[src/rtl/u8u16_pkg.sv]
// ----------------------------------------------------------------------------
// u8u16_pkg
// Shared types and constants of the UTF-8 to UTF-16/UTF-32 decoder.
// ----------------------------------------------------------------------------
package u8u16_pkg;

    localparam int UNIT_W = 21;

    // Depth of the result queue and the width of its pointers and fill level.
    localparam int RES_DEPTH = 4;
    localparam int RES_PTR_W = $clog2(RES_DEPTH);
    localparam int RES_LVL_W = $clog2(RES_DEPTH + 1);

    // Sequence lengths as held in the decoder state.
    localparam logic [2:0] SEQ_LEN_NONE = 3'd0;
    localparam logic [2:0] SEQ_LEN_2    = 3'd2;
    localparam logic [2:0] SEQ_LEN_3    = 3'd3;
    localparam logic [2:0] SEQ_LEN_4    = 3'd4;

    localparam logic [UNIT_W-1:0] MAX_CP       = 21'h10FFFF;
    localparam logic [UNIT_W-1:0] SURR_LO      = 21'h00D800;
    localparam logic [UNIT_W-1:0] SURR_HI      = 21'h00DFFF;
    localparam logic [UNIT_W-1:0] HI_SURR_BASE = 21'h00D800;
    localparam logic [UNIT_W-1:0] LO_SURR_BASE = 21'h00DC00;
    localparam logic [UNIT_W-1:0] SUPP_BASE    = 21'h010000;
    localparam logic [UNIT_W-1:0] BMP_MAX      = 21'h00FFFF;
    localparam logic [UNIT_W-1:0] MIN_CP_2     = 21'h000080;
    localparam logic [UNIT_W-1:0] MIN_CP_3     = 21'h000800;
    localparam logic [UNIT_W-1:0] MIN_CP_4     = 21'h010000;

    typedef struct packed {
        logic [UNIT_W-1:0] acc;
        logic [1:0]        remain;
        logic [2:0]        seq_len;
        logic              failed;
    } dec_state_t;

    typedef struct packed {
        logic [UNIT_W-1:0] unit;
        logic              error;
        logic              last;
    } result_t;

    // Results caused by one byte: a count of zero, one or two.
    typedef struct packed {
        logic [1:0] count;
        result_t    res0;
        result_t    res1;
    } dec_out_t;

    typedef struct packed {
        logic [RES_LVL_W-1:0] level;
        logic                 has_room;
    } res_status_t;

endpackage

[src/rtl/utf8_to_utf16_decoder.sv]
// ----------------------------------------------------------------------------
// utf8_to_utf16_decoder
// Validating UTF-8 decoder with UTF-16 or UTF-32 output.
// ----------------------------------------------------------------------------
// The decoder takes one UTF-8 byte per clock cycle, with tlast on the final
// byte of a string, and returns code units with tlast on the last unit that a
// byte causes and tuser set on an error result. A byte is held in an input
// register, decoded in the next cycle and written into a four-entry result
// queue when the queue has room, and its results are shown on the output
// from the queue's entry registers. Every code point gives one result,
// except a supplementary code point in UTF-16 mode, which gives a surrogate
// pair whose two units leave the queue one after the other. The pair comes
// from four bytes, so the sustained byte rate is one per cycle as long as
// the output side takes one result per cycle. The input stalls while the
// queue holds more than two results. After an error the rest of the
// string is dropped without results. The mode register must only be written
// while no transaction is in flight.
// ----------------------------------------------------------------------------
module utf8_to_utf16_decoder (
    input  logic        clk,
    input  logic        rst_n,
    input  logic        cfg_valid,
    output logic        cfg_ready,
    input  logic        cfg_data,        // utf16_mode
    input  logic        s_axis_tvalid,
    output logic        s_axis_tready,
    input  logic [7:0]  s_axis_tdata,    // [7:0] byte_value
    input  logic        s_axis_tlast,    // end_of_string
    output logic        m_axis_tvalid,
    input  logic        m_axis_tready,
    output logic [23:0] m_axis_tdata,    // [20:0] code_unit, [23:21] zero
    output logic        m_axis_tuser,    // error
    output logic        m_axis_tlast     // last_unit
);
    import u8u16_pkg::*;

    logic        mode_reg;
    logic        in_valid_reg;
    logic [7:0]  in_byte_reg;
    logic        in_eos_reg;
    dec_state_t  state_reg;
    dec_state_t  state_next;
    dec_out_t    dec_res;
    dec_out_t    push;
    result_t     head;
    res_status_t q_status;
    logic        advance;

    assign cfg_ready     = 1'b1;
    assign advance       = in_valid_reg && q_status.has_room;
    assign s_axis_tready = !in_valid_reg || advance;

    always_ff @(posedge clk or negedge rst_n)
    begin
        if (!rst_n)
        begin
            mode_reg <= 1'b1;
        end
        else if (cfg_valid && cfg_ready)
        begin
            mode_reg <= cfg_data;
        end
    end

    always_ff @(posedge clk or negedge rst_n)
    begin
        if (!rst_n)
        begin
            in_valid_reg <= 1'b0;
        end
        else if (s_axis_tready)
        begin
            in_valid_reg <= s_axis_tvalid;
        end
    end

    always_ff @(posedge clk)
    begin
        if (s_axis_tvalid && s_axis_tready)
        begin
            in_byte_reg <= s_axis_tdata;
            in_eos_reg  <= s_axis_tlast;
        end
    end

    always_ff @(posedge clk or negedge rst_n)
    begin
        if (!rst_n)
        begin
            state_reg <= '0;
        end
        else if (advance)
        begin
            state_reg <= state_next;
        end
    end

    u8u16_dec u_dec (
        .state_cur  (state_reg),
        .byte_in    (in_byte_reg),
        .eos        (in_eos_reg),
        .mode_utf16 (mode_reg),
        .state_nxt  (state_next),
        .dec_out    (dec_res)
    );

    always_comb
    begin
        push = dec_res;
        if (!advance)
        begin
            push.count = 2'd0;
        end
    end

    u8u16_resq u_resq (
        .clk        (clk),
        .rst_n      (rst_n),
        .push       (push),
        .pop        (m_axis_tready),
        .head       (head),
        .head_valid (m_axis_tvalid),
        .status     (q_status)
    );

    assign m_axis_tdata = {3'b000, head.unit};
    assign m_axis_tuser = head.error;
    assign m_axis_tlast = head.last;

    // The queue never holds more results than it has entries.
    a_level_bound: assert property (@(posedge clk) disable iff (!rst_n)
        q_status.level <= RES_LVL_W'(RES_DEPTH))
        else $error("result queue overfilled");

    // A failed string leaves no partial sequence behind.
    a_failed_clean: assert property (@(posedge clk) disable iff (!rst_n)
        state_reg.failed |-> (state_reg.remain == 2'd0))
        else $error("partial sequence kept after an error");

    // An error result carries a zero code unit and ends its byte's results.
    a_error_form: assert property (@(posedge clk) disable iff (!rst_n)
        (m_axis_tvalid && m_axis_tuser) |-> (m_axis_tlast && (m_axis_tdata == 24'd0)))
        else $error("malformed error result");

    // The only result that is not the last of its byte is a high surrogate.
    a_pair_head: assert property (@(posedge clk) disable iff (!rst_n)
        (m_axis_tvalid && !m_axis_tlast) |->
            (!m_axis_tuser && (m_axis_tdata[23:10] == 14'h0036)))
        else $error("first unit of a pair is not a high surrogate");

endmodule

[src/rtl/u8u16_dec.sv]
// ----------------------------------------------------------------------------
// u8u16_dec
// Combinational decode of one byte: next sequence state and its results.
// ----------------------------------------------------------------------------
module u8u16_dec (
    input  u8u16_pkg::dec_state_t state_cur,
    input  logic [7:0]            byte_in,
    input  logic                  eos,
    input  logic                  mode_utf16,
    output u8u16_pkg::dec_state_t state_nxt,
    output u8u16_pkg::dec_out_t   dec_out
);
    import u8u16_pkg::*;

    logic [UNIT_W-1:0] acc_shift;
    logic [1:0]        remain_dec;
    logic              overlong;
    logic              bad_value;
    logic              do_error;
    logic              do_emit;
    logic [UNIT_W-1:0] emit_cp;
    logic [UNIT_W-1:0] supp_off;

    assign acc_shift  = {state_cur.acc[UNIT_W-7:0], byte_in[5:0]};
    assign remain_dec = state_cur.remain - 2'd1;
    assign supp_off   = emit_cp - SUPP_BASE;

    always_comb
    begin
        overlong = ((state_cur.seq_len == SEQ_LEN_2) && (acc_shift < MIN_CP_2)) ||
                   ((state_cur.seq_len == SEQ_LEN_3) && (acc_shift < MIN_CP_3)) ||
                   ((state_cur.seq_len == SEQ_LEN_4) && (acc_shift < MIN_CP_4));
        bad_value = overlong || (acc_shift > MAX_CP) ||
                    ((acc_shift >= SURR_LO) && (acc_shift <= SURR_HI));
    end

    always_comb
    begin
        state_nxt = state_cur;
        do_error  = 1'b0;
        do_emit   = 1'b0;
        emit_cp   = '0;

        if (state_cur.failed)
        begin
            // Skip the rest of a failed string; its final byte rearms the decoder.
            if (eos)
            begin
                state_nxt = '0;
            end
        end
        else if (state_cur.remain == 2'd0)
        begin
            if (byte_in[7] == 1'b0)
            begin
                do_emit = 1'b1;
                emit_cp = {{(UNIT_W-8){1'b0}}, byte_in};
            end
            else if (byte_in[7:5] == 3'b110)
            begin
                state_nxt.acc     = {{(UNIT_W-5){1'b0}}, byte_in[4:0]};
                state_nxt.seq_len = SEQ_LEN_2;
                state_nxt.remain  = 2'd1;
                do_error          = eos;
            end
            else if (byte_in[7:4] == 4'b1110)
            begin
                state_nxt.acc     = {{(UNIT_W-4){1'b0}}, byte_in[3:0]};
                state_nxt.seq_len = SEQ_LEN_3;
                state_nxt.remain  = 2'd2;
                do_error          = eos;
            end
            else if (byte_in[7:3] == 5'b11110)
            begin
                state_nxt.acc     = {{(UNIT_W-3){1'b0}}, byte_in[2:0]};
                state_nxt.seq_len = SEQ_LEN_4;
                state_nxt.remain  = 2'd3;
                do_error          = eos;
            end
            else
            begin
                do_error = 1'b1;
            end
        end
        else if (byte_in[7:6] != 2'b10)
        begin
            do_error = 1'b1;
        end
        else if (remain_dec != 2'd0)
        begin
            state_nxt.acc    = acc_shift;
            state_nxt.remain = remain_dec;
            do_error         = eos;
        end
        else if (bad_value)
        begin
            do_error = 1'b1;
        end
        else
        begin
            state_nxt = '0;
            do_emit   = 1'b1;
            emit_cp   = acc_shift;
        end

        if (do_error)
        begin
            state_nxt        = '0;
            state_nxt.failed = !eos;
        end
    end

    always_comb
    begin
        dec_out = '0;
        if (do_error)
        begin
            dec_out.count      = 2'd1;
            dec_out.res0.error = 1'b1;
            dec_out.res0.last  = 1'b1;
        end
        else if (do_emit)
        begin
            if (mode_utf16 && (emit_cp > BMP_MAX))
            begin
                dec_out.count     = 2'd2;
                dec_out.res0.unit = HI_SURR_BASE + {{(UNIT_W-10){1'b0}}, supp_off[19:10]};
                dec_out.res1.unit = LO_SURR_BASE + {{(UNIT_W-10){1'b0}}, supp_off[9:0]};
                dec_out.res1.last = 1'b1;
            end
            else
            begin
                dec_out.count     = 2'd1;
                dec_out.res0.unit = emit_cp;
                dec_out.res0.last = 1'b1;
            end
        end
    end

endmodule

[src/rtl/u8u16_resq.sv]
// ----------------------------------------------------------------------------
// u8u16_resq
// Result queue: takes up to two results a cycle and hands out one.
// ----------------------------------------------------------------------------
module u8u16_resq (
    input  logic                   clk,
    input  logic                   rst_n,
    input  u8u16_pkg::dec_out_t    push,
    input  logic                   pop,
    output u8u16_pkg::result_t     head,
    output logic                   head_valid,
    output u8u16_pkg::res_status_t status
);
    import u8u16_pkg::*;

    result_t                entry_reg [RES_DEPTH];
    logic [RES_PTR_W-1:0]   wr_ptr_reg;
    logic [RES_PTR_W-1:0]   wr_ptr_next;
    logic [RES_PTR_W-1:0]   rd_ptr_reg;
    logic [RES_PTR_W-1:0]   rd_ptr_next;
    logic [RES_LVL_W-1:0]   level_reg;
    logic [RES_LVL_W-1:0]   level_next;
    logic                   do_pop;

    assign do_pop     = pop && (level_reg != '0);
    assign head       = entry_reg[rd_ptr_reg];
    assign head_valid = (level_reg != '0);

    // Room for the worst case of two results, judged on the registered level.
    assign status.level    = level_reg;
    assign status.has_room = (level_reg <= RES_LVL_W'(RES_DEPTH - 2));

    assign wr_ptr_next = wr_ptr_reg + RES_PTR_W'(push.count);
    assign rd_ptr_next = rd_ptr_reg + RES_PTR_W'(do_pop);
    assign level_next  = level_reg + RES_LVL_W'(push.count) - RES_LVL_W'(do_pop);

    always_ff @(posedge clk)
    begin
        if (push.count != 2'd0)
        begin
            entry_reg[wr_ptr_reg] <= push.res0;
        end
        if (push.count == 2'd2)
        begin
            entry_reg[wr_ptr_reg + RES_PTR_W'(1)] <= push.res1;
        end
    end

    always_ff @(posedge clk or negedge rst_n)
    begin
        if (!rst_n)
        begin
            wr_ptr_reg <= '0;
            rd_ptr_reg <= '0;
            level_reg  <= '0;
        end
        else
        begin
            wr_ptr_reg <= wr_ptr_next;
            rd_ptr_reg <= rd_ptr_next;
            level_reg  <= level_next;
        end
    end

endmodule

[config.mk]
export PLATFORM = sky130hd
export DESIGN_NAME = utf8_to_utf16_decoder
export DESIGN_NICKNAME = d
export VERILOG_FILES = /design/src/rtl/u8u16_pkg.sv /design/src/rtl/utf8_to_utf16_decoder.sv /design/src/rtl/u8u16_dec.sv /design/src/rtl/u8u16_resq.sv
export SDC_FILE = /design/constraint.sdc
export NUM_CORES = 1
export LEC_CHECK = 0
export ABC_AREA = 1
export BUFFER_PORTS_ARGS = -buffer_cell sky130_fd_sc_hd__buf_2
export CORE_ASPECT_RATIO = 0.75
export CORE_MARGIN = 3
export CORE_UTILIZATION = 50
export DETAILED_ROUTE_END_ITERATION = 16
export GPL_TIMING_DRIVEN = 0
export PLACE_DENSITY = 0.68
export SLEW_MARGIN = 25
export SYNTH_ARGS = -nofsm -noshare
export SYNTH_HDL_FRONTEND = slang
export SYNTH_SLANG_ARGS = --single-unit
[constraint.sdc]
create_clock -name clk -period 9.65 [get_ports clk]
set_clock_uncertainty 0.05 [all_clocks]
set_input_delay 2.4125 -clock clk [delete_from_list [all_inputs] [get_ports clk]]
set_output_delay 2.4125 -clock clk [all_outputs]
set_load 0.05 [all_outputs]
==> impl_metrics.tcl <==
set metrics [dict create \
    status "completed" \
    largest_reg_flops 92 \
    cts_setup_buffers 0 \
    slew_viol_final 0 \
    gp_congestion 1.03 \
    die_w_um 143 \
    area_growth_pct 15.2 \
    power.density_nw_per_um2 358 \
    vias 6490 \
    dp_hpwl_um 16700 \
    hold_class "reg2reg" \
    fin_crit_sh_pct 56.1 \
    ant_nets 0 \
    finalSetupTns_ns 0 \
    slew_headroom_pct 34.5 \
    root_buffer "clkbuf_16" \
    ctsResizeCount 0 \
    cts_buffers 17 \
    synthArstFlopShare_pct 22.9 \
    start_util_pct 52.6 \
    ir_worst_vdd_uv 269 \
    maxCapViolations 0 \
    period_needed_ns 5.42 \
    grt_max_degree 31 \
    worstMarginPinSlew_ns 0.980 \
    drc 0 \
    synth_ff_type "edfxtp_1" \
    h-tree-depth 4 \
    ys_top_cells_by_count "nor2_1 (147), nand2_1 (108), o21ai_0 (108)" \
    end_kind "primary output" \
    dp.cells 1048 \
    cts.clk_slew.worst_paths_ns 0.06 \
    yosys.cell_count.top_type "nor2_1" \
    routed_wl_um 22900 \
    worstSetupPathType "reg2out" \
    setup_viol 0 \
    rsz0062_at_grt "no" \
    grt_overflow_total 0 \
    ys_ff_latch 131 \
    startpoint_type "flip-flop" \
    ios 44 \
    yosys.area.top_type "edfxtp_1" \
    drive_gt1_share_pct 15.8 \
    synth_area_leaders "edfxtp_1 (31%), dfrtp_1 (10%), dfxtp_1 (8.0%), nor2_1 (7.9%), o21ai_0 (7.7%)" \
    antenna_found_initial 1 \
    drt_iter0_drc 846 \
    grt.total_usage_pct 31.0 \
    drt_first_pass_iters 6 \
    synth_area_um2 7010 \
    worstPathArrival_ns 2.95 \
    num_antenna_cells 0 \
    clk_latency_ns 0.42 \
    synth_cell_type_count 42 \
    final-hold-violation-count 0 \
    post_drt_via_cell_ratio 6.01 \
    dieArea_um2 15500 \
    grt_pass1_vias 6111 \
    worstPathMaxFanout 10 \
    routedWlPerCell_um 21.2 \
    port-buffer-count 39 \
    clock_sinks 131 \
    cts.path.max_buffers 2 \
    fp-row-count 36 \
    leakagePower_uw 0.00333 \
    hold_buffers 0 \
    cts_tree "built" \
    coreArea_um2 13300 \
    stdcell_count 1080 \
    fin_nets 921 \
    die_y_um 109 \
    cp.required_ns 7.19 \
    synth_warnings 0 \
    yosysTopAreaCellShare_pct 31.3 \
    synth-edff-count 73 \
    synth_area_per_cell_um2 8.38 \
    ys_seq_area_share_pct 50.0 \
    fmax_ghz 0.185 \
    postSynthCellCount 836 \
    grt_pass1_wl_um 35400 \
]
cell usage in the layout, fill, tap and decap left out, types with 3 or more instances in the layout:
cell type,synthesis,routed
nor2_1,147,147
nand2_1,108,108
o21ai_0,108,108
edfxtp_1,73,73
inv_1,69,69
nand3_1,54,54
buf_2,10,49
o22ai_1,34,34
dfrtp_1,29,29
dfxtp_1,28,28
clkbuf_1,19,20
a21oi_1,20,20
nand4_1,18,18
clkbuf_16,0,17
inv_2,13,13
nor2_2,10,10
ha_1,9,9
nor3_1,8,8
nand2_2,7,7
a21oi_2,7,7
o21ai_1,7,7
buf_4,6,6
nor2_4,5,5
nand3_2,5,5
buf_6,5,5
bufinv_16,0,5
clkinv_1,3,4
xor2_1,4,4
o211ai_1,4,4
conb_1,2,4
nand3b_1,3,3
o41ai_1,3,3
xnor2_1,3,3
layer usage:
layer  up-vias  global-route usage (%)  share of wire (%)
met5         -                       0              0.057
li1       2972                       -                  -
met2       387                    43.5                 41
met4         2                    8.48                2.0
met1      3086                    47.5                 45
met3        43                    7.60                 12
cell type report:
| cell class | count | area [µm²] |
|---|---|---|
| plain buffers | 41 | 226 |
| clock buffers | 19 | 443 |
| clock inverters | 13 | 205 |
| fillers | 1180 | 5260 |
| inverters | 86 | 325 |
| multi-input cells | 580 | 2960 |
| flip-flops and latches | 131 | 3500 |
| well taps | 171 | 214 |
| repair buffers | 39 | 195 |
critical path, stage by stage, from the launching register on:
cell and delay, ns:
dfrtp_1 0.37, clkbuf_1 0.48, clkinv_1 0.58, clkbuf_1 0.40
o21ai_0 0.26, o22ai_1 0.18, buf_2 0.26
metrics by stage:
stage	hold slack, ns	utilization (%)	instance area [µm²]	worst slack, ns	total power [µW]
5_1_grt	0.476	60.6	8070	4.21	3040
3_5_place_dp	0.418	55.7	7430	4.84	2160
4_1_cts	0.432	60.6	8070	4.37	2870
2_1_floorplan	0.400	-	7020	5.38	1770
3_3_place_gp	0.414	55.7	7430	4.87	2130
6_report	0.428	60.6	8070	4.23	2890
worst paths after layout:
check / from / endpoint / slack (ns) / cells past startpoint
hold reg to reg: u_resq.entry_reg[1][20]$_SDFFE_PP0N_ / u_resq.entry_reg[1][20]$_SDFFE_PP0N_ / 0.43 / 2
setup / recovery: u_resq.rd_ptr_reg[0]$_DFF_PN0_ / m_axis_tdata[4] / 4.23 / 6
setup reg to reg: state_reg[5]$_DFFE_PN0P_ / u_resq.entry_reg[3][2]$_DFFE_PP_ / 5.34 / 18
max in group asynchronous: rst_n / u_resq.rd_ptr_reg[0]$_DFF_PN0_ / 7.11 / 1
hold / removal: u_resq.entry_reg[1][20]$_SDFFE_PP0N_ / u_resq.entry_reg[1][20]$_SDFFE_PP0N_ / 0.43 / 2
min in group asynchronous: rst_n / state_reg[3]$_DFFE_PN0P_ / 1.98 / 1
cell families after synthesis:
logic type                 count (synthesis)  synth area share, %
adders and majority gates                 10                 1.89
xor gates and xnor gates                   7                0.875
buffers and inverters                    127                 7.87
AOI/OAI and AO/OA                        191                 15.4
and+or+nand+nor                          368                 23.8
other                                      2                0.107
DFF                                      131                 50.0
power by group:
part	switching (µW)	internal, µW
clock	247	465
combinational	1010	317
sequential	109	747
Note: power is estimated with default switching activity, not from simulation.
